## config.mk

```make
export PLATFORM = sky130hd
export DESIGN_NAME = reliable_response_retransmit
export DESIGN_NICKNAME = d
export VERILOG_FILES = /design/src/rtl/rrr_pkg.sv /design/src/rtl/rrr_engine.sv /design/src/rtl/reliable_response_retransmit.sv
export SDC_FILE = /design/constraint.sdc
export NUM_CORES = 1
export LEC_CHECK = 0
export ABC_CLOCK_PERIOD_IN_PS = 8700
export BUFFER_PORTS_ARGS = -buffer_cell sky130_fd_sc_hd__buf_2
export CORE_ASPECT_RATIO = 1.4
export CORE_UTILIZATION = 33
export DETAILED_ROUTE_END_ITERATION = 12
export RECOVER_POWER = 100
export SLEW_MARGIN = 5
export SYNTH_ARGS = -nofsm -noshare
export SYNTH_HDL_FRONTEND = slang
export SYNTH_HIERARCHICAL = 1
export SYNTH_SLANG_ARGS = --single-unit
export TNS_END_PERCENT = 20
```

## constraint.sdc

```tcl
create_clock -name clock -period 8.7 [get_ports clock]
set_input_delay 1.305 -clock clock [delete_from_list [all_inputs] [get_ports clock]]
set_output_delay 1.305 -clock clock [all_outputs]
set_load 0.005 [all_outputs]
```

## src/rtl/rrr_pkg.sv

```systemverilog
// ----------------------------------------------------------------------------
// rrr_pkg
// Shared types, codes and constants of the reliable response retransmitter.
// ----------------------------------------------------------------------------
package rrr_pkg;

   // Item codes of the request channel.
   localparam logic [1:0] FUNC_START = 2'd0;
   localparam logic [1:0] FUNC_ACK   = 2'd1;
   localparam logic [1:0] FUNC_TICK  = 2'd2;
   localparam logic [1:0] FUNC_QUERY = 2'd3;

   // Event codes of the response channel.
   localparam logic [2:0] EV_NONE    = 3'd0;
   localparam logic [2:0] EV_SEND    = 3'd1;
   localparam logic [2:0] EV_RETX    = 3'd2;
   localparam logic [2:0] EV_TIMEOUT = 3'd3;
   localparam logic [2:0] EV_BUSY    = 3'd4;
   localparam logic [2:0] EV_MATCH   = 3'd5;
   localparam logic [2:0] EV_NOMATCH = 3'd6;
   localparam logic [2:0] EV_SEQ     = 3'd7;

   // Register indexes of the configuration port.
   localparam int CSR_INDEX_W = 8;
   localparam int CSR_DATA_W  = 32;
   localparam logic [CSR_INDEX_W-1:0] CSR_T1_MS        = 8'd0;
   localparam logic [CSR_INDEX_W-1:0] CSR_INITIAL_RSEQ = 8'd1;

   localparam logic [11:0] T1_MS_RESET        = 12'd500;
   localparam logic [30:0] INITIAL_RSEQ_RESET = 31'd1;

   // Timer constants.
   localparam logic [8:0] MAX_TOTAL_MULT = 9'd64;
   localparam logic [7:0] BACKOFF_FACTOR = 8'd2;

   typedef struct packed {
      logic [1:0]  func;
      logic [7:0]  txn_id;
      logic [31:0] req_cseq;
      logic [3:0]  req_method;
      logic [31:0] resp_rseq;
      logic        rack_present;
      logic [31:0] rack_cseq;
      logic [3:0]  rack_method;
      logic [31:0] rack_rseq;
   } req_type;

   typedef struct packed {
      logic [2:0]  event_res;
      logic [7:0]  event_txn;
      logic [31:0] seq_value;
   } rsp_type;

   typedef struct packed {
      logic                   en;
      logic [CSR_INDEX_W-1:0] index;
      logic [CSR_DATA_W-1:0]  data;
   } csr_wr_type;

endpackage

```

## src/rtl/rrr_engine.sv

```systemverilog
// ----------------------------------------------------------------------------
// rrr_engine
// Transaction state, retransmission timer and sequence counter. Evaluates one
// item per cycle when fired without a CSR write, returning its result beat.
// ----------------------------------------------------------------------------
module rrr_engine (
   input  logic                clock,
   input  logic                reset,
   input  rrr_pkg::csr_wr_type csr_wr,
   input  logic                fire,
   input  rrr_pkg::req_type    item,
   output rrr_pkg::rsp_type    result
);
   import rrr_pkg::*;

   logic [11:0] t1_ff,        t1_in;
   logic [30:0] init_rseq_ff, init_rseq_in;
   logic        busy_ff,      busy_in;
   logic        txn_valid_ff, txn_valid_in;
   logic [7:0]  cur_txn_ff,   cur_txn_in;
   logic [31:0] cseq_ff,      cseq_in;
   logic [3:0]  method_ff,    method_in;
   logic [31:0] rseq_ff,      rseq_in;
   logic [31:0] seq_ff,       seq_in;
   logic [7:0]  backoff_ff,   backoff_in;
   logic [6:0]  total_ff,     total_in;
   logic        final_ff,     final_in;
   logic [17:0] count_ff,     count_in;
   logic        armed_ff,     armed_in;

   logic [8:0]  sum;
   logic        sum_fits;
   logic [7:0]  mul_a;
   logic [19:0] prod;
   logic        ack_match;
   logic        busy_after;
   logic [31:0] seq_next;

   // The next interval is either the doubled backoff or the remainder up to
   // the full multiple; one multiplier serves both.
   assign sum      = {2'b00, total_ff} + {1'b0, backoff_ff};
   assign sum_fits = (sum <= MAX_TOTAL_MULT);
   assign mul_a    = sum_fits ? backoff_ff : 8'(MAX_TOTAL_MULT - {2'b00, total_ff});
   assign prod     = mul_a * t1_ff;

   assign ack_match = txn_valid_ff && item.rack_present
                      && (item.rack_cseq == cseq_ff)
                      && (item.rack_method == method_ff)
                      && (item.rack_rseq == rseq_ff);

   assign busy_after = final_ff ? 1'b0 : busy_ff;
   assign seq_next   = seq_ff + 32'd1;

   always_comb begin
      t1_in        = t1_ff;
      init_rseq_in = init_rseq_ff;
      busy_in      = busy_ff;
      txn_valid_in = txn_valid_ff;
      cur_txn_in   = cur_txn_ff;
      cseq_in      = cseq_ff;
      method_in    = method_ff;
      rseq_in      = rseq_ff;
      seq_in       = seq_ff;
      backoff_in   = backoff_ff;
      total_in     = total_ff;
      final_in     = final_ff;
      count_in     = count_ff;
      armed_in     = armed_ff;
      result       = '0;

      if (csr_wr.en) begin
         if (csr_wr.index == CSR_T1_MS) begin
            t1_in = csr_wr.data[11:0];
         end else if (csr_wr.index == CSR_INITIAL_RSEQ) begin
            init_rseq_in = csr_wr.data[30:0];
            seq_in       = {1'b0, csr_wr.data[30:0]};
         end
      end else if (fire) begin
         case (item.func)
            FUNC_START: begin
               if (busy_ff) begin
                  result.event_res = EV_BUSY;
                  result.event_txn = item.txn_id;
               end else begin
                  cur_txn_in       = item.txn_id;
                  cseq_in          = item.req_cseq;
                  method_in        = item.req_method;
                  rseq_in          = item.resp_rseq;
                  txn_valid_in     = 1'b1;
                  busy_in          = 1'b1;
                  total_in         = '0;
                  final_in         = 1'b0;
                  count_in         = {6'b0, t1_ff};
                  armed_in         = 1'b1;
                  backoff_in       = BACKOFF_FACTOR;
                  result.event_res = EV_SEND;
                  result.event_txn = item.txn_id;
               end
            end
            FUNC_ACK: begin
               result.event_txn = cur_txn_ff;
               if (ack_match) begin
                  armed_in         = 1'b0;
                  busy_in          = 1'b0;
                  result.event_res = EV_MATCH;
               end else begin
                  result.event_res = EV_NOMATCH;
               end
            end
            FUNC_TICK: begin
               if (armed_ff) begin
                  if (count_ff <= 18'd1) begin
                     count_in         = '0;
                     armed_in         = 1'b0;
                     busy_in          = busy_after;
                     result.event_txn = cur_txn_ff;
                     result.event_res = final_ff ? EV_TIMEOUT : EV_RETX;
                     if ((backoff_ff <= 8'(MAX_TOTAL_MULT)) && busy_after) begin
                        if (sum_fits) begin
                           total_in = sum[6:0];
                        end else begin
                           final_in = 1'b1;
                        end
                        count_in   = prod[17:0];
                        armed_in   = 1'b1;
                        backoff_in = 8'(backoff_ff * BACKOFF_FACTOR);
                     end
                  end else begin
                     count_in = count_ff - 18'd1;
                  end
               end
            end
            FUNC_QUERY: begin
               result.event_res = EV_SEQ;
               result.event_txn = item.txn_id;
               if (!busy_ff) begin
                  if (txn_valid_ff && (item.txn_id == cur_txn_ff)) begin
                     seq_in           = seq_next;
                     result.seq_value = seq_next;
                  end else begin
                     result.seq_value = seq_ff;
                  end
               end
            end
            default: begin
               result = '0;
            end
         endcase
      end
   end

   always_ff @(posedge clock) begin
      cseq_ff   <= cseq_in;
      method_ff <= method_in;
      rseq_ff   <= rseq_in;
      if (reset) begin
         t1_ff        <= T1_MS_RESET;
         init_rseq_ff <= INITIAL_RSEQ_RESET;
         busy_ff      <= 1'b0;
         txn_valid_ff <= 1'b0;
         cur_txn_ff   <= '0;
         seq_ff       <= {1'b0, INITIAL_RSEQ_RESET};
         backoff_ff   <= 8'd1;
         total_ff     <= '0;
         final_ff     <= 1'b0;
         count_ff     <= '0;
         armed_ff     <= 1'b0;
      end else begin
         t1_ff        <= t1_in;
         init_rseq_ff <= init_rseq_in;
         busy_ff      <= busy_in;
         txn_valid_ff <= txn_valid_in;
         cur_txn_ff   <= cur_txn_in;
         seq_ff       <= seq_in;
         backoff_ff   <= backoff_in;
         total_ff     <= total_in;
         final_ff     <= final_in;
         count_ff     <= count_in;
         armed_ff     <= armed_in;
      end
   end

endmodule

```

## src/rtl/reliable_response_retransmit.sv

```systemverilog
// ----------------------------------------------------------------------------
// reliable_response_retransmit
// Sender of reliable provisional responses with retransmission timer.
// ----------------------------------------------------------------------------
// Every request beat yields exactly one response beat. A beat is captured in
// an input register, evaluated against the transaction state and written to
// the output register, so one beat per cycle is sustained while rsp_stall is
// low; each response beat passes the input and then the output register.
// The input register keeps accepting while the output register is full as
// long as the output is being taken. Configuration writes are taken at once
// and must only be issued while no beat is in flight; writing the initial
// RSeq also reloads the sequence counter. Ticks drive a millisecond countdown.
module reliable_response_retransmit (
   input  logic                                 clock,
   input  logic                                 reset,
   input  logic                                 req_valid,
   output logic                                 req_stall,
   input  rrr_pkg::req_type                     req_payload,
   output logic                                 rsp_valid,
   input  logic                                 rsp_stall,
   output rrr_pkg::rsp_type                     rsp_payload,
   input  logic                                 csr_valid,
   output logic                                 csr_ready,
   input  logic [rrr_pkg::CSR_INDEX_W-1:0]      csr_index,
   input  logic [rrr_pkg::CSR_DATA_W-1:0]       csr_data
);
   import rrr_pkg::*;

   logic       in_valid_ff,  in_valid_in;
   req_type    in_item_ff,   in_item_in;
   logic       out_valid_ff, out_valid_in;
   rsp_type    out_item_ff,  out_item_in;

   logic       advance;
   logic       fire;
   rsp_type    result;
   csr_wr_type csr_wr;

   assign advance   = !out_valid_ff || !rsp_stall;
   assign fire      = in_valid_ff && advance;
   assign req_stall = in_valid_ff && !advance;
   assign csr_ready = 1'b1;

   assign csr_wr.en    = csr_valid;
   assign csr_wr.index = csr_index;
   assign csr_wr.data  = csr_data;

   rrr_engine u_engine (
      .clock  (clock),
      .reset  (reset),
      .csr_wr (csr_wr),
      .fire   (fire),
      .item   (in_item_ff),
      .result (result)
   );

   always_comb begin
      in_valid_in  = in_valid_ff;
      in_item_in   = in_item_ff;
      out_valid_in = out_valid_ff;
      out_item_in  = out_item_ff;
      if (!req_stall) begin
         in_valid_in = req_valid;
         if (req_valid) begin
            in_item_in = req_payload;
         end
      end
      if (advance) begin
         out_valid_in = in_valid_ff;
         if (in_valid_ff) begin
            out_item_in = result;
         end
      end
   end

   always_ff @(posedge clock) begin
      in_item_ff  <= in_item_in;
      out_item_ff <= out_item_in;
      if (reset) begin
         in_valid_ff  <= 1'b0;
         out_valid_ff <= 1'b0;
      end else begin
         in_valid_ff  <= in_valid_in;
         out_valid_ff <= out_valid_in;
      end
   end

   assign rsp_valid   = out_valid_ff;
   assign rsp_payload = out_item_ff;

endmodule

```

==> results.ini <==
[global_routing]
grt_pass1_vias=12496
antenna_found_initial=10
overflow=0
grt_max_degree=90
grt_usage_pct=15.6
grt_pass1_wl_mm=66.4

[synthesis]
postSynthNetCount=1824
synth.avg_cell_area_um2=11.5
yosys_warnings=6
ys.flop_type=edfxtp_1
synth.area.top_cells=edfxtp_1, dfxtp_1, fa_1, xnor2_1, nor2_1
synth_enable_flop_cells=258
synth_seq_cells=349
yosys.area.top_type=edfxtp_1
synthDistinctLibCells=76
synthArstFlopShare_pct=0
synth_top_area_share_pct=44.2
seq_area_frac_synth_pct=54.5
postSynthCellCount=1528
syn-cell-area_um2=17500

[layout]
final_core_util_pct=39.4
layout_commonest_cell=edfxtp_1
area_growth_syn_to_layout_pct=17.5
final_cell_mix=edfxtp_1, buf_2, nor2_1, inv_1, xnor2_1
nets=2051
drive_gt1_share_pct=14.7

[power_and_ir_drop]
comb_power_share_pct=5.4
leakage_nw=7.76
peakVddDrop_v=0.000170
clockPowerShare_pct=44.2
p_int_mw=2.89
p_sw_uw=827
finalPower_mw=3.72
p_per_area_nw_per_um2=180
pwr-share-seq_pct=50.4
swShare_pct=22.3

[floorplan]
die_w_um=197
io_pins=238
fp-row-count=99
start_util_pct=33.6
core_um2=52300
die_area_um2=54100
die_h_um=275

[job]
max_cap_violations=7

[timing]
slew_violations=397
fin_setup_tns_ns=0
slew_headroom_pct=-179
finalSetupViolCount=0
fin_ws_ns=0.815
worst_pin_slew_ns=4.18
min_period_ns=7.89
rsz0062_at_grt=no
fmax_ghz=0.127
hold_viol=0
fin_skew_ns=0.0199
finalCritPeriodShare_pct=90.6
fin_hold_ws_ns=0.407

[placed_design]
gp_congestion=0.858
io_buffers=235
post-place-ws_ns=0.882
hpwl_mm=30.6

[clocking]
cts.sink_count=349
root_buffer=clkbuf_16
cts_hold_buf=0
cts_tree=done
cts_buffers=38
htree_levels=2
clockBufferDepth=3
cts.reportedPaths.clkPinSlew_ns=0.06
cts_resized=0
cts_setup_buffers=0
insertion_delay_ns=0.54

[hold_path]
hp-class=reg2reg

[drt]
drc_errors=0
first_pass_iters=5
postRouteAntennaNets=0
wl_per_cell_um=17.0
vias=12180
wl_mm=42.4
drtIter0Drc=752
via_per_inst=4.89

[critical_path]
cp_slowest_cell=a21oi_1
worstPathArrival_ns=8.33
cpPeakStageDelay_ns=0.85
cpMostUsedCell=fa_1
cp-end-kind=register
crit_path_start_kind=register
cp.required_ns=9.14
crit_fanout=17
worst-setup-path-type=reg2reg

[run_status]
violations=capacitance limit, slew limit
status=complete, but fails checks

logic make-up after synthesis:
group                    Yosys count  share of synthesized area (%)
buffers and inverters            168                           3.77
XOR/XNOR                         124                           6.27
AO/OA/AOI/OAI                    266                           10.1
multiplexers                      13                          0.749
flip-flops                       349                           54.5
adder cells (fa/ha/maj)          104                           9.98
AND/OR/NAND/NOR                  503                           14.5
other                              1                         0.0214
per-stage QoR:
stage          cell area, µm²  instances
4_1_cts                 20700       2491
3_5_place_dp            19500       2422
6_report                20600       2493
2_1_floorplan           17500       1528
3_3_place_gp            19500       2422
5_1_grt                 20600       2493
metal layers:
layer  track usage [%]  routed length, µm  up-vias
met5                 0                107        -
li1                  -                  -     5833
met1              17.6              16100     5899
met2              28.6              22500      339
met4              6.49               1390       16
met3              3.24               2250       93
Yosys cell counts (7+ instances only):
cell type / number
mux2i_1: 12
a211o_1: 8
and3_1: 26
nor3_1: 23
dfxtp_1: 91
edfxtp_1: 258
nor4_1: 9
o31ai_1: 7
o22ai_1: 14
o21ai_0: 45
inv_1: 103
nand3_1: 18
or3_1: 11
and2_1: 62
nand2b_1: 13
a22o_1: 18
xnor2_1: 100
fa_1: 60
buf_2: 11
a21oi_1: 67
nand4_1: 16
clkbuf_1: 46
a21o_1: 10
a22oi_1: 36
nor2b_1: 45
ha_1: 44
xor2_1: 23
nand2_1: 82
nor2_1: 169
final cells by class:
cell class	count	area [µm²]
clock inverters	29	305
clock buffers	40	958
flip-flops and latches	349	9570
well taps	707	885
fillers	5127	31700
inverters	104	390
multi-input cells	1011	7310
diodes	2	5.00
repair buffers	251	1200
worst paths after layout:
| path | to | startpoint | slack (ns) | cells past startpoint |
|---|---|---|---|---|
| worst max-delay path | u_engine/count_ff[17]$_SDFFE_PP0P_ | u_engine/total_ff[0]$_SDFFE_PP0P_ | 0.81 | 25 |
| worst max register to register | u_engine/count_ff[17]$_SDFFE_PP0P_ | u_engine/total_ff[0]$_SDFFE_PP0P_ | 0.81 | 25 |
| worst min register to register | u_engine/rseq_ff[23]$_DFFE_PP_ | in_item_ff[92]$_DFFE_PP_ | 0.41 | 0 |
| worst min-delay path | u_engine/rseq_ff[23]$_DFFE_PP_ | in_item_ff[92]$_DFFE_PP_ | 0.41 | 0 |
critical path, delay by kind of cell, from the launching register on:
family / cells / cell delay [ns]
buffers and inverters: 3 / 0.17
and+or+nand+nor: 6 / 1.62
DFF: 1 / 0.42
AOI/OAI and AO/OA: 8 / 2.39
adders and majority gates: 7 / 2.96
xor gates and xnor gates: 1 / 0.23
state kept, by name, summed over array words and instances (netlist names):
| signal | count |
|---|---|
| u_engine/total_ff | 7 |
| u_engine/cseq_ff | 32 |
| u_engine/armed_ff | 1 |
| rsp_valid | 1 |
| u_engine/final_ff | 1 |
| u_engine/rseq_ff | 32 |
| in_item_ff | 147 |
| rsp_payload | 43 |
| u_engine/method_ff | 4 |
| u_engine/count_ff | 18 |
| u_engine/backoff_ff | 8 |
| in_valid_ff | 1 |
| u_engine/cur_txn_ff | 8 |
| u_engine/txn_valid_ff | 1 |
| u_engine/seq_ff | 32 |
| u_engine/busy_ff | 1 |
| u_engine/t1_ff | 12 |
power groups by stage:
stage	Combinational, mW	Sequential [mW]	Clock (mW)
2_1_floorplan	0.114	1.91	0
3_3_place_gp	0.202	1.91	0
3_5_place_dp	0.205	1.91	0
4_1_cts	0.206	1.87	1.69
5_1_grt	0.223	1.88	1.75
6_report	0.201	1.88	1.64
Power figures use the tool's default switching activity.
